$ cat src/rtl/pidia_pkg.sv
// ----------------------------------------------------------------------------
// pidia_pkg
// Types and constants shared by the PID controller modules.
// ----------------------------------------------------------------------------
package pidia_pkg;

	localparam int FIFO_DEPTH_DEF = 4;

	typedef enum logic {
		MODE_INCR = 1'b0,
		MODE_ABS  = 1'b1
	} mode_t;

	typedef enum logic [3:0] {
		REG_GAIN_PROP    = 4'd0,
		REG_GAIN_INTEG   = 4'd1,
		REG_GAIN_DERIV   = 4'd2,
		REG_GAIN_FEEDFWD = 4'd3,
		REG_OUT_UPPER    = 4'd4,
		REG_OUT_LOWER    = 4'd5,
		REG_INTEG_UPPER  = 4'd6,
		REG_INTEG_LOWER  = 4'd7
	} cfg_idx_t;

	typedef struct packed {
		logic signed [15:0] gain_prop;
		logic signed [15:0] gain_integ;
		logic signed [15:0] gain_deriv;
		logic signed [15:0] gain_feedfwd;
		logic signed [15:0] out_upper;
		logic signed [15:0] out_lower;
		logic signed [23:0] integ_upper;
		logic signed [23:0] integ_lower;
	} cfg_t;

	// One classified request: the four multiplier operands for the back end.
	typedef struct packed {
		mode_t              mode;
		logic signed [17:0] op_p;
		logic signed [23:0] op_i;
		logic signed [18:0] op_d;
		logic signed [15:0] op_f;
	} q_entry_t;

endpackage

$ cat src/rtl/pid_controller_incremental_absolute.sv
// A request accepted on the input goes through the queue, stage 1 (products), stage 2
// (scaled sum) and the output register to out_valid. Throughput: one request per cycle while
// out_ready keeps up, set by the history loop in the output stage (add previous drive, clamp,
// store) and one pipelined multiplier set. The front end takes requests while the queue
// (FIFO_DEPTH entries) has room. Reset (arst_n low): errors, integral and previous drive zero;
// gains zero, limits at their widest; queue and pipeline empty.
// ----------------------------------------------------------------------------
// pid_controller_incremental_absolute
// PID controller with incremental and positional forms, Q8.8 gains.
// ----------------------------------------------------------------------------
module pid_controller_incremental_absolute #(
	parameter int FIFO_DEPTH = pidia_pkg::FIFO_DEPTH_DEF
) (
	input  logic               clk,
	input  logic               arst_n,
	// configuration write port
	input  logic               cfg_wr_en,
	input  logic [3:0]         cfg_index,
	input  logic [23:0]        cfg_data,
	// request channel
	input  logic               in_valid,
	output logic               in_ready,
	input  logic               mode,
	input  logic signed [15:0] measured,
	input  logic signed [15:0] setpoint,
	input  logic signed [15:0] feedforward,
	// result channel
	output logic               out_valid,
	input  logic               out_ready,
	output logic signed [15:0] drive,
	output logic               clamped
);

	localparam int Q_W = $bits(pidia_pkg::q_entry_t);

	pidia_pkg::cfg_t     cfg_q;
	pidia_pkg::q_entry_t front_entry, back_entry;
	logic [Q_W-1:0]      q_rd_data;
	logic                q_full, q_not_empty, q_pop, push;

	// Configuration registers. The user must write them only while idle; the block does not
	// enforce it, and the pipeline reads them directly. Indexes beyond the list are dropped.
	always_ff @(posedge clk or negedge arst_n) begin
		if (!arst_n) begin
			cfg_q.gain_prop    <= '0;
			cfg_q.gain_integ   <= '0;
			cfg_q.gain_deriv   <= '0;
			cfg_q.gain_feedfwd <= '0;
			cfg_q.out_upper    <= 16'sh7FFF;
			cfg_q.out_lower    <= -16'sh8000;
			cfg_q.integ_upper  <= 24'sh7FFFFF;
			cfg_q.integ_lower  <= -24'sh800000;
		end else if (cfg_wr_en) begin
			case (cfg_index)
				pidia_pkg::REG_GAIN_PROP:    cfg_q.gain_prop    <= cfg_data[15:0];
				pidia_pkg::REG_GAIN_INTEG:   cfg_q.gain_integ   <= cfg_data[15:0];
				pidia_pkg::REG_GAIN_DERIV:   cfg_q.gain_deriv   <= cfg_data[15:0];
				pidia_pkg::REG_GAIN_FEEDFWD: cfg_q.gain_feedfwd <= cfg_data[15:0];
				pidia_pkg::REG_OUT_UPPER:    cfg_q.out_upper    <= cfg_data[15:0];
				pidia_pkg::REG_OUT_LOWER:    cfg_q.out_lower    <= cfg_data[15:0];
				pidia_pkg::REG_INTEG_UPPER:  cfg_q.integ_upper  <= cfg_data;
				pidia_pkg::REG_INTEG_LOWER:  cfg_q.integ_lower  <= cfg_data;
				default: ;
			endcase
		end
	end

	assign in_ready = !q_full;
	assign push     = in_valid && in_ready;

	// Front end: error history and integral advance at accept time, so the
	// queued entry carries ready-made multiplier operands.
	pidia_front u_front (
		.clk         (clk),
		.arst_n      (arst_n),
		.cfg         (cfg_q),
		.push        (push),
		.mode        (mode),
		.measured    (measured),
		.setpoint    (setpoint),
		.feedforward (feedforward),
		.entry       (front_entry)
	);

	pidia_fifo #(
		.WIDTH (Q_W),
		.DEPTH (FIFO_DEPTH)
	) u_fifo (
		.clk       (clk),
		.arst_n    (arst_n),
		.push      (push),
		.wr_data   (front_entry),
		.full      (q_full),
		.pop       (q_pop),
		.not_empty (q_not_empty),
		.rd_data   (q_rd_data)
	);

	assign back_entry = pidia_pkg::q_entry_t'(q_rd_data);

	// Back end: products, scaled sum, then previous-drive add and clamp.
	pidia_back u_back (
		.clk       (clk),
		.arst_n    (arst_n),
		.cfg       (cfg_q),
		.q_valid   (q_not_empty),
		.q_entry   (back_entry),
		.pop       (q_pop),
		.out_valid (out_valid),
		.out_ready (out_ready),
		.drive     (drive),
		.clamped   (clamped)
	);

endmodule

$ cat src/rtl/pidia_front.sv
// ----------------------------------------------------------------------------
// pidia_front
// Error history, integral update and operand selection per request.
// ----------------------------------------------------------------------------
module pidia_front (
	input  logic                clk,
	input  logic                arst_n,
	input  pidia_pkg::cfg_t     cfg,
	input  logic                push,
	input  logic                mode,
	input  logic signed [15:0]  measured,
	input  logic signed [15:0]  setpoint,
	input  logic signed [15:0]  feedforward,
	output pidia_pkg::q_entry_t entry
);

	logic signed [16:0] e1_q, e2_q;
	logic signed [23:0] integ_q;

	logic signed [16:0] err;
	logic signed [17:0] d1;
	logic signed [18:0] d2;
	logic signed [24:0] acc;
	logic signed [23:0] integ_nxt;

	always_comb begin
		err = 17'(setpoint) - 17'(measured);
		d1  = 18'(err) - 18'(e1_q);
		d2  = 19'(err) - (19'(e1_q) <<< 1) + 19'(e2_q);
		acc = 25'(integ_q) + 25'(err);
		// lower test first: with crossed limits, below lower gives lower, else upper
		if (acc < 25'(cfg.integ_lower))
			integ_nxt = cfg.integ_lower;
		else if (acc > 25'(cfg.integ_upper))
			integ_nxt = cfg.integ_upper;
		else
			integ_nxt = acc[23:0];
	end

	always_comb begin
		entry.mode = pidia_pkg::mode_t'(mode);
		entry.op_f = feedforward;
		if (mode == pidia_pkg::MODE_ABS) begin
			entry.op_p = 18'(err);
			entry.op_i = integ_nxt;
			entry.op_d = 19'(d1);
		end else begin
			entry.op_p = d1;
			entry.op_i = 24'(err);
			entry.op_d = d2;
		end
	end

	always_ff @(posedge clk or negedge arst_n) begin
		if (!arst_n) begin
			e1_q    <= '0;
			e2_q    <= '0;
			integ_q <= '0;
		end else if (push) begin
			e1_q <= err;
			e2_q <= e1_q;
			if (mode == pidia_pkg::MODE_ABS)
				integ_q <= integ_nxt;
		end
	end

endmodule

$ cat src/rtl/pidia_fifo.sv
// ----------------------------------------------------------------------------
// pidia_fifo
// Small show-ahead queue between front and back end.
// ----------------------------------------------------------------------------
module pidia_fifo #(
	parameter int WIDTH = 8,
	parameter int DEPTH = pidia_pkg::FIFO_DEPTH_DEF
) (
	input  logic             clk,
	input  logic             arst_n,
	input  logic             push,
	input  logic [WIDTH-1:0] wr_data,
	output logic             full,
	input  logic             pop,
	output logic             not_empty,
	output logic [WIDTH-1:0] rd_data
);

	localparam int PTR_W = $clog2(DEPTH);
	localparam int CNT_W = $clog2(DEPTH + 1);

	logic [WIDTH-1:0] mem_q [DEPTH];
	logic [PTR_W-1:0] wr_ptr_q, rd_ptr_q;
	logic [CNT_W-1:0] count_q;

	assign full      = (count_q == CNT_W'(DEPTH));
	assign not_empty = (count_q != '0);
	assign rd_data   = mem_q[rd_ptr_q];

	always_ff @(posedge clk) begin
		if (push)
			mem_q[wr_ptr_q] <= wr_data;
	end

	always_ff @(posedge clk or negedge arst_n) begin
		if (!arst_n) begin
			wr_ptr_q <= '0;
			rd_ptr_q <= '0;
			count_q  <= '0;
		end else begin
			if (push)
				wr_ptr_q <= (wr_ptr_q == PTR_W'(DEPTH - 1)) ? '0 : wr_ptr_q + 1'b1;
			if (pop)
				rd_ptr_q <= (rd_ptr_q == PTR_W'(DEPTH - 1)) ? '0 : rd_ptr_q + 1'b1;
			if (push && !pop)
				count_q <= count_q + 1'b1;
			else if (pop && !push)
				count_q <= count_q - 1'b1;
		end
	end

endmodule

$ cat src/rtl/pidia_back.sv
// ----------------------------------------------------------------------------
// pidia_back
// Multiply, sum and scale, then add history, clamp and hold the result.
// ----------------------------------------------------------------------------
module pidia_back (
	input  logic                clk,
	input  logic                arst_n,
	input  pidia_pkg::cfg_t     cfg,
	input  logic                q_valid,
	input  pidia_pkg::q_entry_t q_entry,
	output logic                pop,
	output logic                out_valid,
	input  logic                out_ready,
	output logic signed [15:0]  drive,
	output logic                clamped
);

	logic               valid_s1, valid_s2, out_valid_q;
	pidia_pkg::mode_t   mode_s1, mode_s2;
	logic signed [33:0] prod_p_s1;
	logic signed [39:0] prod_i_s1;
	logic signed [34:0] prod_d_s1;
	logic signed [31:0] prod_f_s1;
	logic signed [33:0] scaled_s2;
	logic signed [15:0] drive_q, prev_drive_q;
	logic               clamped_q;

	logic               adv_o, rdy_s2, adv_2, rdy_s1;
	logic signed [41:0] sum;
	logic signed [34:0] y;
	logic signed [15:0] y_clamp;
	logic               hit;

	assign adv_o  = valid_s2 && (!out_valid_q || out_ready);
	assign rdy_s2 = !valid_s2 || adv_o;
	assign adv_2  = valid_s1 && rdy_s2;
	assign rdy_s1 = !valid_s1 || adv_2;
	assign pop    = q_valid && rdy_s1;

	assign sum = 42'(prod_p_s1) + 42'(prod_i_s1) + 42'(prod_d_s1) + 42'(prod_f_s1);

	always_comb begin
		y   = 35'(scaled_s2) + ((mode_s2 == pidia_pkg::MODE_INCR) ? 35'(prev_drive_q) : '0);
		hit = 1'b1;
		// upper test first: with crossed limits, above upper gives upper, else lower
		if (y > 35'(cfg.out_upper))
			y_clamp = cfg.out_upper;
		else if (y < 35'(cfg.out_lower))
			y_clamp = cfg.out_lower;
		else begin
			y_clamp = y[15:0];
			hit     = 1'b0;
		end
	end

	always_ff @(posedge clk) begin
		if (pop) begin
			mode_s1   <= q_entry.mode;
			prod_p_s1 <= $signed(cfg.gain_prop) * $signed(q_entry.op_p);
			prod_i_s1 <= $signed(cfg.gain_integ) * $signed(q_entry.op_i);
			prod_d_s1 <= $signed(cfg.gain_deriv) * $signed(q_entry.op_d);
			prod_f_s1 <= $signed(cfg.gain_feedfwd) * $signed(q_entry.op_f);
		end
		if (adv_2) begin
			mode_s2   <= mode_s1;
			scaled_s2 <= sum[41:8];  // floor of sum / 256
		end
		if (adv_o) begin
			drive_q   <= y_clamp;
			clamped_q <= hit;
		end
	end

	always_ff @(posedge clk or negedge arst_n) begin
		if (!arst_n) begin
			valid_s1     <= 1'b0;
			valid_s2     <= 1'b0;
			out_valid_q  <= 1'b0;
			prev_drive_q <= '0;
		end else begin
			if (rdy_s1)
				valid_s1 <= q_valid;
			if (rdy_s2)
				valid_s2 <= valid_s1;
			if (!out_valid_q || out_ready)
				out_valid_q <= valid_s2;
			if (adv_o && mode_s2 == pidia_pkg::MODE_INCR)
				prev_drive_q <= y_clamp;
		end
	end

	assign out_valid = out_valid_q;
	assign drive     = drive_q;
	assign clamped   = clamped_q;

endmodule

$ cat config.mk
export PLATFORM = sky130hd
export DESIGN_NAME = pid_controller_incremental_absolute
export DESIGN_NICKNAME = d
export VERILOG_FILES = /design/src/rtl/pidia_pkg.sv /design/src/rtl/pid_controller_incremental_absolute.sv /design/src/rtl/pidia_front.sv /design/src/rtl/pidia_fifo.sv /design/src/rtl/pidia_back.sv
export SDC_FILE = /design/constraint.sdc
export NUM_CORES = 2
export LEC_CHECK = 0
export BUFFER_PORTS_ARGS = -buffer_cell sky130_fd_sc_hd__buf_2
export CAP_MARGIN = 10
export CORE_MARGIN = 3
export CORE_UTILIZATION = 48
export CTS_BUF_LIST = sky130_fd_sc_hd__clkbuf_2
export DETAILED_ROUTE_END_ITERATION = 12
export SLEW_MARGIN = 20
export SYNTH_ARGS = -nofsm -noshare
export SYNTH_HDL_FRONTEND = slang
export SYNTH_SLANG_ARGS = --single-unit
$ cat constraint.sdc
create_clock -name clk -period 10.05 [get_ports clk]
set_clock_uncertainty 0.1 [all_clocks]
set_input_delay 0.5025 -clock clk [delete_from_list [all_inputs] [get_ports clk]]
set_output_delay 0.5025 -clock clk [all_outputs]
set_load 0.01 [all_outputs]
Yosys cells after proc, flatten, opt, wreduce, memory -nomap -nowiden:

Memories as Yosys holds them, arrays and structs flattened.
Index checks and enable logic that the tools add are counted.

* add/sub/neg operators: 13
* $mul: 4
* magnitude comparators: 4
* eq/ne operators: 10
* muxes and demuxes: 13
* bitwise logic cells: 1
* reduce and logical (&&, ||, !) cells: 28

Operators by type and width (number)
* 61-bit two-way mux: 1
* 24-bit two-way mux: 2
* 41-bit by 35-bit adder with 42-bit output: 1
* 42-bit by 32-bit adder with 42-bit output: 1
* 34-bit by 40-bit adder with 41-bit output: 1
* 16-bit by 24-bit multiplier with 40-bit output: 1
* 35-bit adder: 1
* 35-bit by 16-bit > comparator with 1-bit output: 1
* 35-bit by 16-bit < comparator with 1-bit output: 1
* 16-bit by 19-bit multiplier with 35-bit output: 1
* 35-bit two-way mux: 1
* 16-bit by 18-bit multiplier with 34-bit output: 1
* 16-bit by 16-bit multiplier with 32-bit output: 1
* 16-bit two-way mux: 2
* 24-bit by 17-bit adder with 25-bit output: 1
* 25-bit by 24-bit > comparator with 1-bit output: 1
* 25-bit by 24-bit < comparator with 1-bit output: 1
* 19-bit by 17-bit adder with 19-bit output: 1
* 17-bit by 18-bit subtractor with 19-bit output: 1
* 2-bit AND reduction: 9
* 17-bit by 17-bit subtractor with 18-bit output: 1
* 16-bit by 16-bit subtractor with 17-bit output: 1
* 4-bit by 3-bit equality test with 1-bit output, second input constant: 4
* 4-bit by 2-bit equality test with 1-bit output, second input constant: 2
* 16 further kinds: 35

* flip-flop bits (word level): 422
* RAM bits: 312
* input port bits: 82
* output and inout bits: 19
* word-level logic and storage cells: 101
* memories: 1

Memory list
* u_fifo.mem_q: depth 4, bits a word 78, read ports 1, clocked after Yosys merged registers in 0, write ports 1, RTL line pidia_fifo.sv:22 `logic [WIDTH-1:0] mem_q [DEPTH];`

Longest topological paths before layout:

* depth after elaboration: 10
* mapped depth: 33

Cells and area by module:

Synthesis repeated with hierarchy kept, for this count alone.

* cells, all modules: 7992
* area total of the unflattened synthesis: 84750.0 um^2

Modules (own cells, without submodules)
* pidia_back: instances 1, cells each 6169, area an instance 58989.1 um^2, seq. area each 6301.0 um^2
* pidia_fifo: instances 1, cells each 445, area an instance 11757.5 um^2, seq. area each 9544.2 um^2
* pidia_front: instances 1, cells each 1062, area an instance 8479.4 um^2, seq. area each 1451.4 um^2
* pid_controller_incremental_absolute: instances 1, cells each 316, area an instance 5524.0 um^2, seq. area each 3653.5 um^2

Least setup slack after synthesis:

Ideal clock, no wire load.

* path kind: input port to flip-flop
* start point: in out_ready
* end point: reg u_fifo.count_q[1]
* arrival time: 9.160 ns
* slack: 0.666 ns
* stages on the path: 8
* buffers on the path: 0
* path through: nand2b_1 > nor2_1 > a21oi_1 > inv_1 > ha_1 > inv_1 > fa_1 > mux2_2

* longest elaborated chain between the ends: 9
* elaborated cells between the ends (all ways): 11

Ends and longest elaborated chain
* from (decl): RTL line pid_controller_incremental_absolute.sv:29 `input logic out_ready,`
* 1-bit logical OR *: RTL line pidia_back.sv:34 `assign adv_o = valid_s2 && (!out_valid_q || out_ready);`
* 1-bit logical AND *: RTL line pidia_back.sv:34
* 1-bit logical OR *: RTL line pidia_back.sv:35 `assign rdy_s2 = !valid_s2 || adv_o;`
* 1-bit logical AND *: RTL line pidia_back.sv:36 `assign adv_2 = valid_s1 && rdy_s2;`
* 1-bit logical OR *: RTL line pidia_back.sv:37 `assign rdy_s1 = !valid_s1 || adv_2;`
* 1-bit logical AND *: RTL line pidia_back.sv:38 `assign pop = q_valid && rdy_s1;`
* net q_pop: RTL line pid_controller_incremental_absolute.sv:39 `logic q_full, q_not_empty, q_pop, push;`
* 1-bit logical NOT: RTL line pidia_fifo.sv:45 `if (push && !pop)`
* 1-bit logical AND: RTL line pidia_fifo.sv:45
* 3-bit two-way mux / 2-bit nonzero test (equally long branches)
* to (signal assigned): RTL line pidia_fifo.sv:46 `count_q <= count_q + 1'b1;`
* to (signal assigned): RTL line pidia_fifo.sv:48 `count_q <= count_q - 1'b1;`
* to (decl): RTL line pidia_fifo.sv:24 `logic [CNT_W-1:0] count_q;`

Mark *: on every way through the listed nets, which the timed path passes. The rest lies on a longest branch.
A chain may end at the register's enable or synchronous reset.

==> reports/qor.csv <==
metric,value,unit
status,"finished, final reports clean",
ys_seq_area_frac,0.251,
max_stage_delay,0.71,ns
fmax,0.105,GHz
fin_crit,9.54,ns
gr-total-overflow,0,
finalSetupViolCount,0,
hold_class,primary input to flip-flop,
ys_warn_count,0,
clk_path_buf_depth,3,
area.growth.synth_to_final,9.42,%
drt_iter0_markers,3552,
die_w,423,um
drive_above_1_share,0.0900,
max_cap_viol_count,0,
grt_max_degree,76,
required,11.28,ns
cts_tree,yes,
syn_avg_cell_area,10.4,um^2
ant_nets,0,
fin_tns_setup,0,ns
dieArea,0.179,mm^2
synth_area_leaders,"fa_1 (32%), edfxtp_1 (18%), ha_1 (9.4%), inv_1 (7.2%), dfrtp_1 (5.6%)",
hpwl,170000,um
final_cell_mix,"inv_1 (1592), fa_1 (1332), nand2_1 (1002)",
period_share,0.949,
relSlewSlack,0.220,
maxSlewViolCount,0,
drtPass1Iterations,6,
numCtsBuffers,195,
hold_slack,0.332,ns
worst_slew_pin_slew,1.17,ns
grt_usage,0.258,
syn-num-nets,10049,
worstSetupPathType,primary input to flip-flop,
rsz0062_at_grt,no,
die_h,423,um
crit_slowest_cell,dlygate4sd3_1,
critPathMaxFanout,20,
clk_latency,1.73,ns
cpMostUsedCell,dlygate4sd3_1,
synth_edf_count,506,
ys_types,74,
core,0.172,mm^2
port_buffers,100,
num_vias,57710,
start_kind,primary input,
place_area,0.0864,mm^2
drc,0,
initial_core_util,0.485,
clk_pin_slew,0.09,ns
routed_wl,224000,um
endpoint_kind,flip-flop,
async_flop_share,0.311,
viasPerCell,5.31,
finalHoldViolCount,0,
synthFlopType,edfxtp_1,
wl_per_cell,20.7,um
cts.htree.levels,4,
fp-row-count,152,
cts_root_buffer,clkbuf_2,
yosysTopAreaCell,fa_1,
antenna_found_initial,17,
ys_ff_latch,734,
gp_congestion,0.922,
worstPathArrival,10.77,ns
fin_area,0.0913,mm^2
ios,101,
syn_inst,8007,
num-nets-final,10427,
cts_sinks,734,
grt_pass1_vias,61976,
synth_top_area_share,0.320,
syn_area,0.0834,mm^2
grt_pass1_wl,356000,um
final_common_cell,inv_1,
metrics by stage:
stage,utilization,setup slack (ns),std cells
2_1_floorplan,-,0.666,8007
3_3_place_gp,0.502,1.70,10218
3_5_place_dp,0.502,1.61,10218
4_1_cts,0.530,0.877,10854
5_1_grt,0.530,0.151,10863
6_report,0.530,0.512,10869
cells by family after synthesis:
family                     count (synthesis)  synth area share
and+or+nand+nor                         2058             0.116
adders and majority gates               1960             0.414
buffers and inverters                   1853            0.0835
AOI/OAI and AO/OA                        899            0.0662
DFF                                      734             0.251
xor gates and xnor gates                 269            0.0282
muxes                                    234            0.0413
sequential cells by signal (all words and copies together), names as in the netlist, 17 cells and up:
register	cells
u_back.scaled_s2	34
u_front.e2_q	17
u_back.prod_i_s1	40
cfg_q	144
u_back.prod_f_s1	32
u_front.e1_q	17
u_back.prod_p_s1	34
u_fifo.mem_q	312
u_front.integ_q	24
u_back.prod_d_s1	35
metal layers:
metal / wire, um / vias to the layer above / global-route usage
met5: 30 / - / 0
met2: 107000 / 1735 / 0.429
met1: 95900 / 29420 / 0.345
met4: 6350 / 4 / 0.0784
li1: - / 26229 / -
met3: 15000 / 322 / 0.0463
area by class of cell:
cell class              count  area (um^2)
clock buffers             281         1410
repair buffers            441         3910
diodes                     13         32.5
flip-flops and latches    734        21000
clock inverters            77          528
well taps                2310         2890
inverters                1593         5980
multi-input cells        5420        55600
fillers                 15315        80800
synth_stat cells (27+ instances only):
cell / count
ha_1: 628
and3_1: 27
nand3_1: 52
mux4_2: 77
and2_1: 475
nor3_1: 60
nor2_1: 242
o21ai_0: 294
o21bai_1: 30
fa_1: 1332
xor2_1: 70
dfrtp_1: 188
nand2b_1: 55
xnor2_1: 199
a21o_1: 88
a21oi_1: 239
inv_1: 1592
edfxtp_1: 506
nand4_1: 31
clkbuf_1: 233
dfstp_2: 40
nand2_1: 1003
a211oi_1: 36
mux2i_1: 43
o21a_1: 49
nor2b_1: 50
mux2_2: 114
final timing paths:
kind | startpoint | to | slack [ns] | cells past startpoint
setup reg to reg | u_fifo.rd_ptr_q[0] | u_back.prod_i_s1[39] | 1.64 | 25
hold reg to reg | u_front.e1_q[10] | u_front.e1_q[10] | 0.39 | 2
max in group asynchronous | arst_n | u_front.integ_q[0] | 6.70 | 8
setup / recovery | setpoint[6] | u_fifo.mem_q[3][36] | 0.51 | 37
min in group asynchronous | arst_n | cfg_q[119] | 1.00 | 6
hold / removal | cfg_index[1] | cfg_q[132] | 0.33 | 5
critical path: cells and delay by family:
kind | cells | cell delay [ns]
buffers and inverters | 9 | 4.27
multiplexers | 2 | 0.35
AND/OR/NAND/NOR | 10 | 1.86
AO/OA/AOI/OAI | 11 | 2.40
XOR/XNOR | 2 | 0.37
adder cells (fa/ha/maj) | 3 | 0.97
timing repair:
action,in CTS,in global routing
hold buffers,278,2
setup buffers,0,0
resized for setup,0,0
hold endpoints to repair,1107,10
Power is left out: the tool's default activity adds up to more than one toggle a clock period on the data nets, which glitch-free logic cannot reach.
